===== config.mk =====
export PLATFORM = sky130hd
export DESIGN_NAME = link_frame_deframer_unit
export DESIGN_NICKNAME = d
export VERILOG_FILES = /design/src/hdl/lfd_pkg.sv /design/src/hdl/lfd_core.sv /design/src/hdl/lfd_out_buf.sv /design/src/hdl/link_frame_deframer_unit.sv
export SDC_FILE = /design/constraint.sdc
export NUM_CORES = 1
export LEC_CHECK = 0
export ABC_AREA = 1
export ABC_CLOCK_PERIOD_IN_PS = 12750
export BUFFER_PORTS_ARGS = -buffer_cell sky130_fd_sc_hd__buf_2
export CORE_ASPECT_RATIO = 0.7
export CORE_UTILIZATION = 50
export DETAILED_ROUTE_END_ITERATION = 8
export PLACE_DENSITY = 0.69
export SETUP_SLACK_MARGIN = 0.15
export SKIP_LAST_GASP = 1
export SLEW_MARGIN = 20
export SYNTH_ARGS = -nofsm -noshare
export SYNTH_HDL_FRONTEND = slang
export SYNTH_SLANG_ARGS = --single-unit
export TNS_END_PERCENT = 50

===== constraint.sdc =====
create_clock -name clk -period 12.75 [get_ports clk]
set_input_delay 0.6375 -clock clk [delete_from_list [all_inputs] [get_ports clk]]
set_output_delay 0.6375 -clock clk [all_outputs]
set_load 0.05 [all_outputs]

===== src/hdl/lfd_pkg.sv =====
`default_nettype none
// ----------------------------------------------------------------------------
// lfd_pkg
// Shared types and constants of the link frame deframer.
// ----------------------------------------------------------------------------
package lfd_pkg;

	typedef enum logic [1:0] {
		PH_OUTER   = 2'd0,
		PH_INNER   = 2'd1,
		PH_PAYLOAD = 2'd2
	} phase_t;

	typedef logic [2:0] ev_t;

	localparam ev_t EV_CFG     = 3'd0;
	localparam ev_t EV_PKG     = 3'd1;
	localparam ev_t EV_NEG     = 3'd2;
	localparam ev_t EV_DROP    = 3'd3;
	localparam ev_t EV_UNKNOWN = 3'd4;
	localparam ev_t EV_BADLEN  = 3'd5;

	localparam logic [1:0] KIND_PKG = 2'd0;
	localparam logic [1:0] KIND_CFG = 2'd1;
	localparam logic [1:0] KIND_NEG = 2'd2;
	localparam logic [1:0] KIND_UNK = 2'd3;

	// outer header byte positions
	localparam logic [3:0] LEN_B0_IDX = 4'd12;
	localparam logic [3:0] LEN_B1_IDX = 4'd13;
	localparam logic [3:0] LEN_B2_IDX = 4'd14;
	localparam logic [3:0] LEN_B3_IDX = 4'd15;

	localparam logic [10:0] MIN_PAYLOAD_LEN = 11'd2;
	localparam logic [10:0] MAX_LEN_RESET   = 11'd2032;

	typedef struct packed {
		ev_t         ev;
		logic [7:0]  payload;
		logic        last;
		logic        ack2;
		logic        pass;
		logic [6:0]  reason;
		logic [13:0] ilen;
	} res_t;

endpackage
`default_nettype wire


===== src/hdl/lfd_core.sv =====
`default_nettype none
// ----------------------------------------------------------------------------
// lfd_core
// Frame parser: state registers and the per-byte next-state and result logic.
// ----------------------------------------------------------------------------
module lfd_core (
	input  wire logic          clk,
	input  wire logic          arst_n,
	input  wire logic          step,
	input  wire logic [7:0]    data_byte,
	input  wire logic [10:0]   max_len,
	output logic               res_valid,
	output lfd_pkg::res_t      res
);
	import lfd_pkg::*;

	phase_t      phase_q, phase_nxt;
	logic [3:0]  byte_idx_q, byte_idx_nxt;
	logic [10:0] len_lo_q, len_lo_nxt;
	logic        len_hi_q, len_hi_nxt;
	logic [10:0] remain_q, remain_nxt;
	logic [1:0]  kind_q, kind_nxt;
	logic [7:0]  inner_b0_q, inner_b0_nxt;
	logic [7:0]  neg_b0_q, neg_b0_nxt;
	logic        cfg_pend_q, cfg_pend_nxt;
	logic        fwd_q, fwd_nxt;

	logic [1:0]  hdr_kind;
	logic [13:0] ilen;
	logic [10:0] rem_hdr;
	logic [10:0] rem_pay;
	logic        fin;
	logic        bad_len;

	function automatic res_t neg_result(input logic [7:0] b0, input logic [7:0] b1);
		res_t r;
		r = '0;
		r.ev     = EV_NEG;
		r.ack2   = b0[6];
		r.pass   = b0[6] & b1[7];
		r.reason = b0[6] ? b1[6:0] : 7'd0;
		return r;
	endfunction

	assign hdr_kind = inner_b0_q[7:6];
	assign ilen     = {inner_b0_q[5:0], data_byte};
	assign rem_hdr  = remain_q - 11'd2;
	assign rem_pay  = remain_q - 11'd1;
	assign fin      = (rem_pay == 11'd0);

	// length bytes 12..15, little endian; only 11 bits are kept, the rest is an
	// any-nonzero flag
	always_comb begin
		len_lo_nxt = len_lo_q;
		len_hi_nxt = len_hi_q;
		case (byte_idx_q)
			LEN_B0_IDX: len_lo_nxt[7:0] = data_byte;
			LEN_B1_IDX: begin
				len_lo_nxt[10:8] = data_byte[2:0];
				len_hi_nxt       = |data_byte[7:3];
			end
			LEN_B2_IDX, LEN_B3_IDX: len_hi_nxt = len_hi_q | (|data_byte);
			default: ;
		endcase
	end

	assign bad_len = len_hi_nxt || (len_lo_nxt < MIN_PAYLOAD_LEN) || (len_lo_nxt > max_len);

	// next state
	always_comb begin
		phase_nxt    = phase_q;
		byte_idx_nxt = byte_idx_q;
		remain_nxt   = remain_q;
		kind_nxt     = kind_q;
		inner_b0_nxt = inner_b0_q;
		neg_b0_nxt   = neg_b0_q;
		cfg_pend_nxt = cfg_pend_q;
		fwd_nxt      = fwd_q;
		case (phase_q)
			PH_OUTER: begin
				byte_idx_nxt = byte_idx_q + 4'd1;
				if (byte_idx_q == LEN_B3_IDX && !bad_len) begin
					remain_nxt = len_lo_nxt;
					phase_nxt  = PH_INNER;
				end
			end
			PH_INNER: begin
				if (byte_idx_q == 4'd0) begin
					inner_b0_nxt = data_byte;
					byte_idx_nxt = 4'd1;
				end else begin
					remain_nxt   = rem_hdr;
					kind_nxt     = hdr_kind;
					byte_idx_nxt = 4'd0;
					phase_nxt    = (rem_hdr == 11'd0) ? PH_OUTER : PH_PAYLOAD;
					fwd_nxt      = 1'b0;
					if (hdr_kind == KIND_CFG) begin
						fwd_nxt      = 1'b1;
						cfg_pend_nxt = 1'b1;
					end else if (hdr_kind == KIND_PKG && cfg_pend_q) begin
						fwd_nxt      = 1'b1;
						cfg_pend_nxt = 1'b0;
					end
				end
			end
			PH_PAYLOAD: begin
				remain_nxt = rem_pay;
				if (!fwd_q && kind_q == KIND_NEG && byte_idx_q < 4'd2) begin
					if (byte_idx_q == 4'd0) begin
						neg_b0_nxt   = data_byte;
						byte_idx_nxt = 4'd1;
					end else begin
						byte_idx_nxt = 4'd2;
					end
				end
				if (fin) begin
					phase_nxt    = PH_OUTER;
					byte_idx_nxt = 4'd0;
				end
			end
			default: begin
				phase_nxt    = PH_OUTER;
				byte_idx_nxt = 4'd0;
			end
		endcase
	end

	// result
	always_comb begin
		res_valid = 1'b0;
		res       = '0;
		case (phase_q)
			PH_OUTER: begin
				if (byte_idx_q == LEN_B3_IDX && bad_len) begin
					res_valid = 1'b1;
					res.ev    = EV_BADLEN;
				end
			end
			PH_INNER: begin
				if (byte_idx_q != 4'd0) begin
					if (hdr_kind == KIND_PKG && !cfg_pend_q) begin
						res_valid = 1'b1;
						res.ev    = EV_DROP;
						res.ilen  = ilen;
					end else if (hdr_kind == KIND_UNK) begin
						res_valid = 1'b1;
						res.ev    = EV_UNKNOWN;
						res.ilen  = ilen;
					end else if (hdr_kind == KIND_NEG && rem_hdr == 11'd0) begin
						res_valid = 1'b1;
						res       = neg_result(8'd0, 8'd0);
					end
				end
			end
			PH_PAYLOAD: begin
				if (fwd_q) begin
					res_valid   = 1'b1;
					res.ev      = (kind_q == KIND_CFG) ? EV_CFG : EV_PKG;
					res.payload = data_byte;
					res.last    = fin;
				end else if (kind_q == KIND_NEG && byte_idx_q == 4'd0) begin
					res_valid = fin;
					res       = neg_result(data_byte, 8'd0);
				end else if (kind_q == KIND_NEG && byte_idx_q == 4'd1) begin
					res_valid = 1'b1;
					res       = neg_result(neg_b0_q, data_byte);
				end
			end
			default: ;
		endcase
		res_valid = res_valid & step;
	end

	always_ff @(posedge clk or negedge arst_n) begin
		if (!arst_n) begin
			phase_q    <= PH_OUTER;
			byte_idx_q <= '0;
			len_lo_q   <= '0;
			len_hi_q   <= 1'b0;
			remain_q   <= '0;
			kind_q     <= '0;
			inner_b0_q <= '0;
			neg_b0_q   <= '0;
			cfg_pend_q <= 1'b0;
			fwd_q      <= 1'b0;
		end else if (step) begin
			phase_q    <= phase_nxt;
			byte_idx_q <= byte_idx_nxt;
			len_lo_q   <= len_lo_nxt;
			len_hi_q   <= len_hi_nxt;
			remain_q   <= remain_nxt;
			kind_q     <= kind_nxt;
			inner_b0_q <= inner_b0_nxt;
			neg_b0_q   <= neg_b0_nxt;
			cfg_pend_q <= cfg_pend_nxt;
			fwd_q      <= fwd_nxt;
		end
	end

`ifndef SYNTHESIS
	a_inner_idx: assert property (@(posedge clk) disable iff (!arst_n)
		phase_q == PH_INNER |-> byte_idx_q <= 4'd1)
		else $error("inner header index out of range");
	a_payload_idx: assert property (@(posedge clk) disable iff (!arst_n)
		phase_q == PH_PAYLOAD |-> byte_idx_q <= 4'd2)
		else $error("payload index out of range");
	a_fwd_event: assert property (@(posedge clk) disable iff (!arst_n)
		res_valid && (res.ev == EV_CFG || res.ev == EV_PKG) |-> fwd_q && phase_q == PH_PAYLOAD)
		else $error("forwarded byte outside a forwarding payload");
	a_hdr_to_payload: assert property (@(posedge clk) disable iff (!arst_n)
		step && phase_q == PH_INNER && byte_idx_q == 4'd1 && rem_hdr != 11'd0
		|=> phase_q == PH_PAYLOAD)
		else $error("inner header did not enter payload");
`endif

endmodule
`default_nettype wire


===== src/hdl/lfd_out_buf.sv =====
`default_nettype none
// ----------------------------------------------------------------------------
// lfd_out_buf
// Result register with one skid entry, so the parser can take one more step under stall.
// ----------------------------------------------------------------------------
module lfd_out_buf (
	input  wire logic          clk,
	input  wire logic          arst_n,
	input  wire logic          push,
	input  wire lfd_pkg::res_t push_data,
	output logic               ready,
	output logic               out_valid,
	input  wire logic          out_ready,
	output lfd_pkg::res_t      out_data
);
	import lfd_pkg::*;

	logic out_valid_q;
	res_t out_data_q;
	logic skid_valid_q;
	res_t skid_data_q;

	assign ready     = !skid_valid_q;
	assign out_valid = out_valid_q;
	assign out_data  = out_data_q;

	always_ff @(posedge clk or negedge arst_n) begin
		if (!arst_n) begin
			out_valid_q  <= 1'b0;
			skid_valid_q <= 1'b0;
		end else if (out_ready || !out_valid_q) begin
			if (skid_valid_q) begin
				out_valid_q  <= 1'b1;
				skid_valid_q <= 1'b0;
			end else begin
				out_valid_q <= push;
			end
		end else if (push) begin
			skid_valid_q <= 1'b1;
		end
	end

	always_ff @(posedge clk) begin
		if (out_ready || !out_valid_q) begin
			out_data_q <= skid_valid_q ? skid_data_q : push_data;
		end else if (push) begin
			skid_data_q <= push_data;
		end
	end

endmodule
`default_nettype wire


===== src/hdl/link_frame_deframer_unit.sv =====
`default_nettype none
// ----------------------------------------------------------------------------
// link_frame_deframer_unit
// Length-prefixed link frame deframer, one received byte per item.
// ----------------------------------------------------------------------------
// Slave stream s_*: one link byte per item in s_tdata. Master stream m_*: at
// most one result item per byte, event code in m_tuser, last payload byte of a
// forwarded frame on m_tlast, the remaining fields in m_tdata.
// cfg_we/cfg_wdata write the largest accepted outer payload length; write it
// only while the block is idle.
// A byte is registered in the input register on acceptance and parsed from
// there; its result, if any, is registered in the result register and then
// shows on m_tvalid. One byte per cycle is sustained while m_tready is high;
// the rate is set by the single parse step between the input and result registers.
// Reset (arst_n low) sets the length limit to 2032, clears the pending-config
// flag and makes the parser wait for an outer header.
// When m_tready is low the result register holds, one more result goes to a
// skid entry and one more byte waits in the input register; s_tready then
// drops until the master side drains.
// ----------------------------------------------------------------------------
module link_frame_deframer_unit (
	input  wire logic        clk,
	input  wire logic        arst_n,
	input  wire logic        cfg_we,
	input  wire logic [10:0] cfg_wdata,    // max_payload_length
	input  wire logic        s_tvalid,
	output logic             s_tready,
	input  wire logic [7:0]  s_tdata,      // data_byte
	output logic             m_tvalid,
	input  wire logic        m_tready,
	// payload_byte[7:0], neg_ack2[8], neg_pass[9], neg_reason[16:10],
	// inner_length[30:17], zero[31]
	output logic [31:0]      m_tdata,
	output logic [2:0]       m_tuser,      // event_res
	output logic             m_tlast       // last
);
	import lfd_pkg::*;

	logic [10:0] max_len_q;
	logic        valid_s1;
	logic [7:0]  byte_s1;
	logic        buf_ready;
	logic        step;
	logic        res_valid;
	res_t        res;
	res_t        out_res;

	assign step     = valid_s1 && buf_ready;
	assign s_tready = !valid_s1 || buf_ready;

	always_ff @(posedge clk or negedge arst_n) begin
		if (!arst_n) begin
			max_len_q <= MAX_LEN_RESET;
		end else if (cfg_we) begin
			max_len_q <= cfg_wdata;
		end
	end

	always_ff @(posedge clk or negedge arst_n) begin
		if (!arst_n) begin
			valid_s1 <= 1'b0;
		end else if (s_tready) begin
			valid_s1 <= s_tvalid;
		end
	end

	always_ff @(posedge clk) begin
		if (s_tready && s_tvalid) begin
			byte_s1 <= s_tdata;
		end
	end

	lfd_core u_core (
		.clk       (clk),
		.arst_n    (arst_n),
		.step      (step),
		.data_byte (byte_s1),
		.max_len   (max_len_q),
		.res_valid (res_valid),
		.res       (res)
	);

	lfd_out_buf u_out_buf (
		.clk       (clk),
		.arst_n    (arst_n),
		.push      (res_valid),
		.push_data (res),
		.ready     (buf_ready),
		.out_valid (m_tvalid),
		.out_ready (m_tready),
		.out_data  (out_res)
	);

	assign m_tdata = {1'b0, out_res.ilen, out_res.reason, out_res.pass, out_res.ack2,
		out_res.payload};
	assign m_tuser = out_res.ev;
	assign m_tlast = out_res.last;

endmodule
`default_nettype wire

After elaboration in Yosys (flattened, before gate mapping)
Index checks and enable logic that the tools add are counted.
Cells by class
  order comparisons: 3
  equality and inequality tests: 16
  reduce and logical (&&, ||, !) cells: 41
  bitwise logic cells: 5
  muxes and demuxes: 50
  add/sub/neg operators: 3
Operators with widths (count)
  $mux W34: 3
  $mux W35: 2
  $pmux W32 S2: 1
  $mux W18: 2
  $mux W11: 3
  $pmux W11 S3: 1
  $mux W14: 2
  $mux W23: 1
  $logic_not A11 Y1: 2
  $mux W1: 17
  $eq A4 B4 Y1 const B: 4
  $reduce_and A4 Y1: 4
  $mux W3: 4
  $pmux W4 S3: 1
  $gt A11 B11 Y1: 1
  $logic_and A1 B1 Y1: 11
  $lt A11 B2 Y1 const B: 1
  $sub A11 B1 Y11 const B: 1
  $sub A11 B2 Y11 const B: 1
  $mux W2: 5
  $pmux W3 S3: 1
  $eq A2 B2 Y1 const B: 4
  $mux W4: 2
  $mux W8: 1
  other kinds (26): 43
Word-level totals
  bits in registers: 140
  bits of input ports: 24
  logic and storage cells: 147

Longest topological paths before layout
  depth in word-level cells: 11
  gate-level depth with buffers: 24
  gate-level depth less buffers: 22

Hierarchy
A second synthesis with hierarchy kept.
Unflattened totals
  cells, all modules: 772
  area total of the unflattened synthesis: 6976.7 sq um
By module, submodules not included
  lfd_core: area an instance 3493.4 sq um, instances 1, seq. area each 1051.0 sq um, cells each 516
  lfd_out_buf: area an instance 2710.1 sq um, instances 1, seq. area each 2152.1 sq um, cells each 192
  link_frame_deframer_unit: area an instance 773.2 sq um, instances 1, seq. area each 549.3 sq um, cells each 64

Worst setup path after synthesis
Ideal clock, no wire load.
  path type: register to register
  start point: register u_core.byte_idx_q[0]
  end point: register u_out_buf.skid_data_q[0] (netlist name), enable pin
  buffers on the path: 0
  arrival time: 3923 ps
  data required time: 12323 ps
  stages on the path, launching flop included: 23
  path slack: 8400 ps
  cells stage by stage: dfrtp_1 inv_1 ha_1 inv_1 nor2_4 or2_2 o21ai_0 inv_1 ha_1 nand3_1 nor2_1 nor2_1 nand2_1 nand2_1 o21bai_1 nand2_1 nand2_1 nand2_1 nand2_1 nand3_2 nand2_1 nand2_1 nor2_1
On the way
  longest elaborated chain between the ends: 10
Ends and longest elaborated chain
  from (decl): RTL line lfd_core.sv:18  | logic [3:0] byte_idx_q, byte_idx_nxt;
  from (signal assigned): RTL line lfd_core.sv:188  | byte_idx_q <= byte_idx_nxt;
  $eq A4 B4 Y1 *: RTL line lfd_core.sv:56  | case (byte_idx_q)
  $mux W8 *: RTL line lfd_core.sv:56
  via u_core.len_lo_nxt[3]: RTL line lfd_core.sv:19  | logic [10:0] len_lo_q, len_lo_nxt;
  $lt A11 B2 Y1: RTL line lfd_core.sv:67  | assign bad_len = len_hi_nxt || (len_lo_nxt < MIN_PAYLOAD_LEN) || (len_lo_nxt > max_len);
  $logic_or A1 B1 Y1: RTL line lfd_core.sv:67
  $logic_or A1 B1 Y1 *: RTL line lfd_core.sv:67
  $logic_and A1 B1 Y1 *: RTL line lfd_core.sv:134  | if (byte_idx_q == LEN_B3_IDX && bad_len) begin
  $mux W1 *: RTL line lfd_core.sv:134
  $pmux W1 S3 *: RTL line lfd_core.sv:132  | case (phase_q)
  $and A1 B1 Y1 *: RTL line lfd_core.sv:171  | res_valid = res_valid & step;
  $reduce_and A2 Y1 (no source line) *
  to (signal assigned): RTL line lfd_out_buf.sv:47  | skid_data_q <= push_data;
  to (decl): RTL line lfd_out_buf.sv:21  | res_t skid_data_q;
Mark *: on every way through the listed nets, which the timed path passes. The rest lies on a longest branch.
A chain may end at the register's enable or synchronous reset.

Worst setup path in the final report
  start point: register u_core.byte_idx_q[0]
  end point: register u_out_buf.skid_data_q[17] (netlist name), enable pin
The elaborated chain is that of the path after synthesis.

==> flow_summary.ini <==
[status]
status = finished, final reports clean

[synth]
ys_seq_area_frac = 0.556
synth_enable_flop_cells = 78
synth_ff_type = edfxtp_1
yosys_warnings = 0
syn-cell-area_um2 = 6750
synth_top_area_share = 0.347
async_reset_ff_frac = 0.418
avgSynthCellArea_um2 = 8.97
yosys-top-cells-area = edfxtp_1 35%, dfrtp_1 18%, nand2_1 13%
synth_fp_nets = 797
synth.most_common_cell = nand2_1
ys_types = 42
postSynthCellCount = 752
synthTopCellsByCount = 225 x nand2_1, 85 x inv_1, 78 x edfxtp_1
synth-seq-cells = 134
yosysTopAreaCell = edfxtp_1

[cts]
cts_hold_buf = 0
cts_max_path_buffers = 2
h-tree-depth = 4
cts.sinks = 134
cts-resized-gates = 0
clk_latency_ps = 420
cts_buffers = 17
root_buffer = clkbuf_16
clk_pin_slew_ps = 60
cts_tree = done
postCtsSetupBuffers = 0

[cells_and_area]
drive_gt1_frac = 0.174
stdcell_count = 1014
syn_to_final_growth_pct = 15.6
layout.nets = 861
antenna_cells = 0
multi_input_area_um2 = 2560
stdcell_area_um2 = 7800
nFillCells = 1152
regArea_um2 = 3750

[placement]
dpl.hpwl_um = 11200
placedCellCount = 982
routabilityCongestion = 0.962
portBuffers = 60
placed_area_um2 = 7220

[routing]
drt-initial-drc-count = 536
final_antenna_net_count = 0
post_drt_wl_per_cell_um = 15.8
num_vias = 5393
first_pass_iters = 5
wl_um = 16000
avgViaCountPerCell = 5.32
drc_errors = 0

[sta]
final.period_utilization = 0.298
hold_viol_final = 0
worst-slew-pin-transition_ps = 992
setup_viol_count_final = 0
finalCriticalPeriod_ps = 3800
clock_skew_ps = 10.6
grt_setup_unrepaired = false
timing.fmax_mhz = 263
slew_headroom = 0.336
setup_tns_ps = 0
maxSlewViolCount = 0

[die]
start_util = 0.512
fp.dieArea_um2 = 14000
fp.dieW_um = 141
rows = 35
io_pins = 62
coreArea_um2 = 13200
die_h_um = 99.2

[worst_setup_path]
max_stage_delay_ps = 460
crit_type = flip-flop to flip-flop
critPathLaunchType = flip-flop
end_kind = flip-flop
worstPathArrival_ps = 3870
cp_common_cell = nand2_1
required_ps = 12820
path_max_fanout = 35
cp_cell_sequence = inv_1, ha_1, nand3_2, o21ai_0, inv_1, ha_1, nand3_1, nor2_1, nor2_1, nand2_1, nand2_1, o21bai_1, nand2_1, nand2_1, nand2_1, nand2_1, nand3_2, nand2_1, nand2_1, nor2_2, buf_4
cpMaxStageDelayCell = dfrtp_1

[flow_run]
max_cap_violations = 0

[power_and_ir_drop]
ir_worst_vdd_uv = 118
power_leakage_nw = 3.68
swShare = 0.449
clock_power_share = 0.252
sequentialPowerShare = 0.328
pwr-share-comb = 0.421
cell_internal_pwr_w = 0.00107
p_sw_w = 0.000873
power.density_nw_per_um2 = 249

[global_routing]
grt_max_degree = 57
antenna_found_initial = 0
grt_overflow = 0
grt_pass1_vias = 5072
track_usage = 0.247
grt_pass1_wl_um = 26300

[worst_hold_path]
hold_class = input pin to asynchronous set/reset pin
[path summary, 6_finish.rpt]
kind,slack (ps),startpoint,cells past startpoint,to
worst max-delay path,8950,u_core.byte_idx_q[0],21,u_out_buf.skid_data_q[17]
worst min-delay path,360,arst_n,2,u_core.len_lo_q[4]
worst max register to register,8950,u_core.byte_idx_q[0],21,u_out_buf.skid_data_q[17]
worst min register to register,490,u_core.len_lo_q[1],2,u_core.len_lo_q[1]
max in group asynchronous,11910,arst_n,2,u_core.kind_q[1]
min in group clk,390,s_tdata[4],1,byte_s1[4]
[per-stage QoR]
stage	hold slack (ps)	power, W	util	worst slack [ps]
final	358	0.00194	0.592	8950
after CTS	382	0.00194	0.592	8970
after floorplan	342	0.00125	-	8400
after global routing	378	0.00206	0.592	8580
after detailed placement	471	0.00144	0.547	8980
after global placement	462	0.00143	0.547	9130
[per-layer routing]
layer / track usage / part of all wire / vias to the layer above
met1: 0.372 / 0.48 / 2557
met2: 0.357 / 0.42 / 204
met3: 0.0525 / 0.081 / 27
li1: - / - / 2605
met4: 0.0736 / 0.013 / 0
met5: 0 / 0 / -
[cell type report]
| cell class | instances | area share |
|---|---|---|
| clock buffers | 17 | 0.0545 |
| clock inverters | 15 | 0.0210 |
| inverters | 92 | 0.0442 |
| multi-input cells | 507 | 0.328 |
| flip-flops and latches | 134 | 0.481 |
| well taps | 185 | 0.0297 |
| repair buffers | 64 | 0.0423 |
[critical path, delay by kind of cell (launching register included)]
kind            cells  cell delay (ps)
buf+inv             3              660
flops               1              460
simple gates       14             1270
compound gates      2              480
fa+ha+maj           2              550
[power groups by stage]
stage          logic, W  clock network (W)  registers, W
2_1_floorplan  0.000498                  0      0.000753
3_3_place_gp   0.000789                  0      0.000638
3_5_place_dp   0.000802                  0      0.000642
4_1_cts        0.000807           0.000496      0.000636
5_1_grt        0.000900           0.000513      0.000647
6_report       0.000818           0.000489      0.000637
[cells by family (layout without fill, tap and decap cells)]
| group | Yosys count | in the layout | synth area share |
|---|---|---|---|
| and+or+nand+nor | 377 | 377 | 0.237 |
| DFF | 134 | 134 | 0.556 |
| buffers and inverters | 111 | 188 | 0.0656 |
| AOI/OAI and AO/OA | 99 | 99 | 0.0890 |
| adders and majority gates | 21 | 21 | 0.0389 |
| xor gates and xnor gates | 7 | 7 | 0.00908 |
| muxes | 2 | 2 | 0.00334 |
| other | 1 | 1 | 0.000556 |
[placed cells by master, fill, tap and decap left out, drive strengths merged]
| master | count |
|---|---|
| o21a | 1 |
| nand3 | 26 |
| nand3b | 2 |
| clkinv | 8 |
| bufinv | 1 |
| conb | 1 |
| nor2 | 73 |
| or2 | 2 |
| o21ai | 67 |
| clkbuf | 17 |
| dfstp | 7 |
| nor3b | 2 |
| nor3 | 20 |
| clkinvlp | 2 |
| o221ai | 1 |
| o31ai | 1 |
| a211oi | 2 |
| a21oi | 14 |
| xor2 | 7 |
| nand2 | 238 |
| dfrtp | 49 |
| o21bai | 1 |
| a31oi | 1 |
| nor4 | 3 |
| ha | 21 |
| edfxtp | 78 |
| a221oi | 6 |
| inv | 96 |
| mux2 | 2 |
| nand4 | 11 |
| o22ai | 4 |
| buf | 64 |
| a22o | 1 |
[registers in the layout, indices dropped and copies added, names as in the netlist, 4 cells and up]
name and flops:
u_core.remain_q 11, byte_s1 8, u_out_buf.skid_data_q 35, u_core.byte_idx_q 4, u_out_buf.out_data 35, u_core.inner_b0_q 8
max_len_q 11, u_core.len_lo_q 11
(Power assumes the default switching activity.)
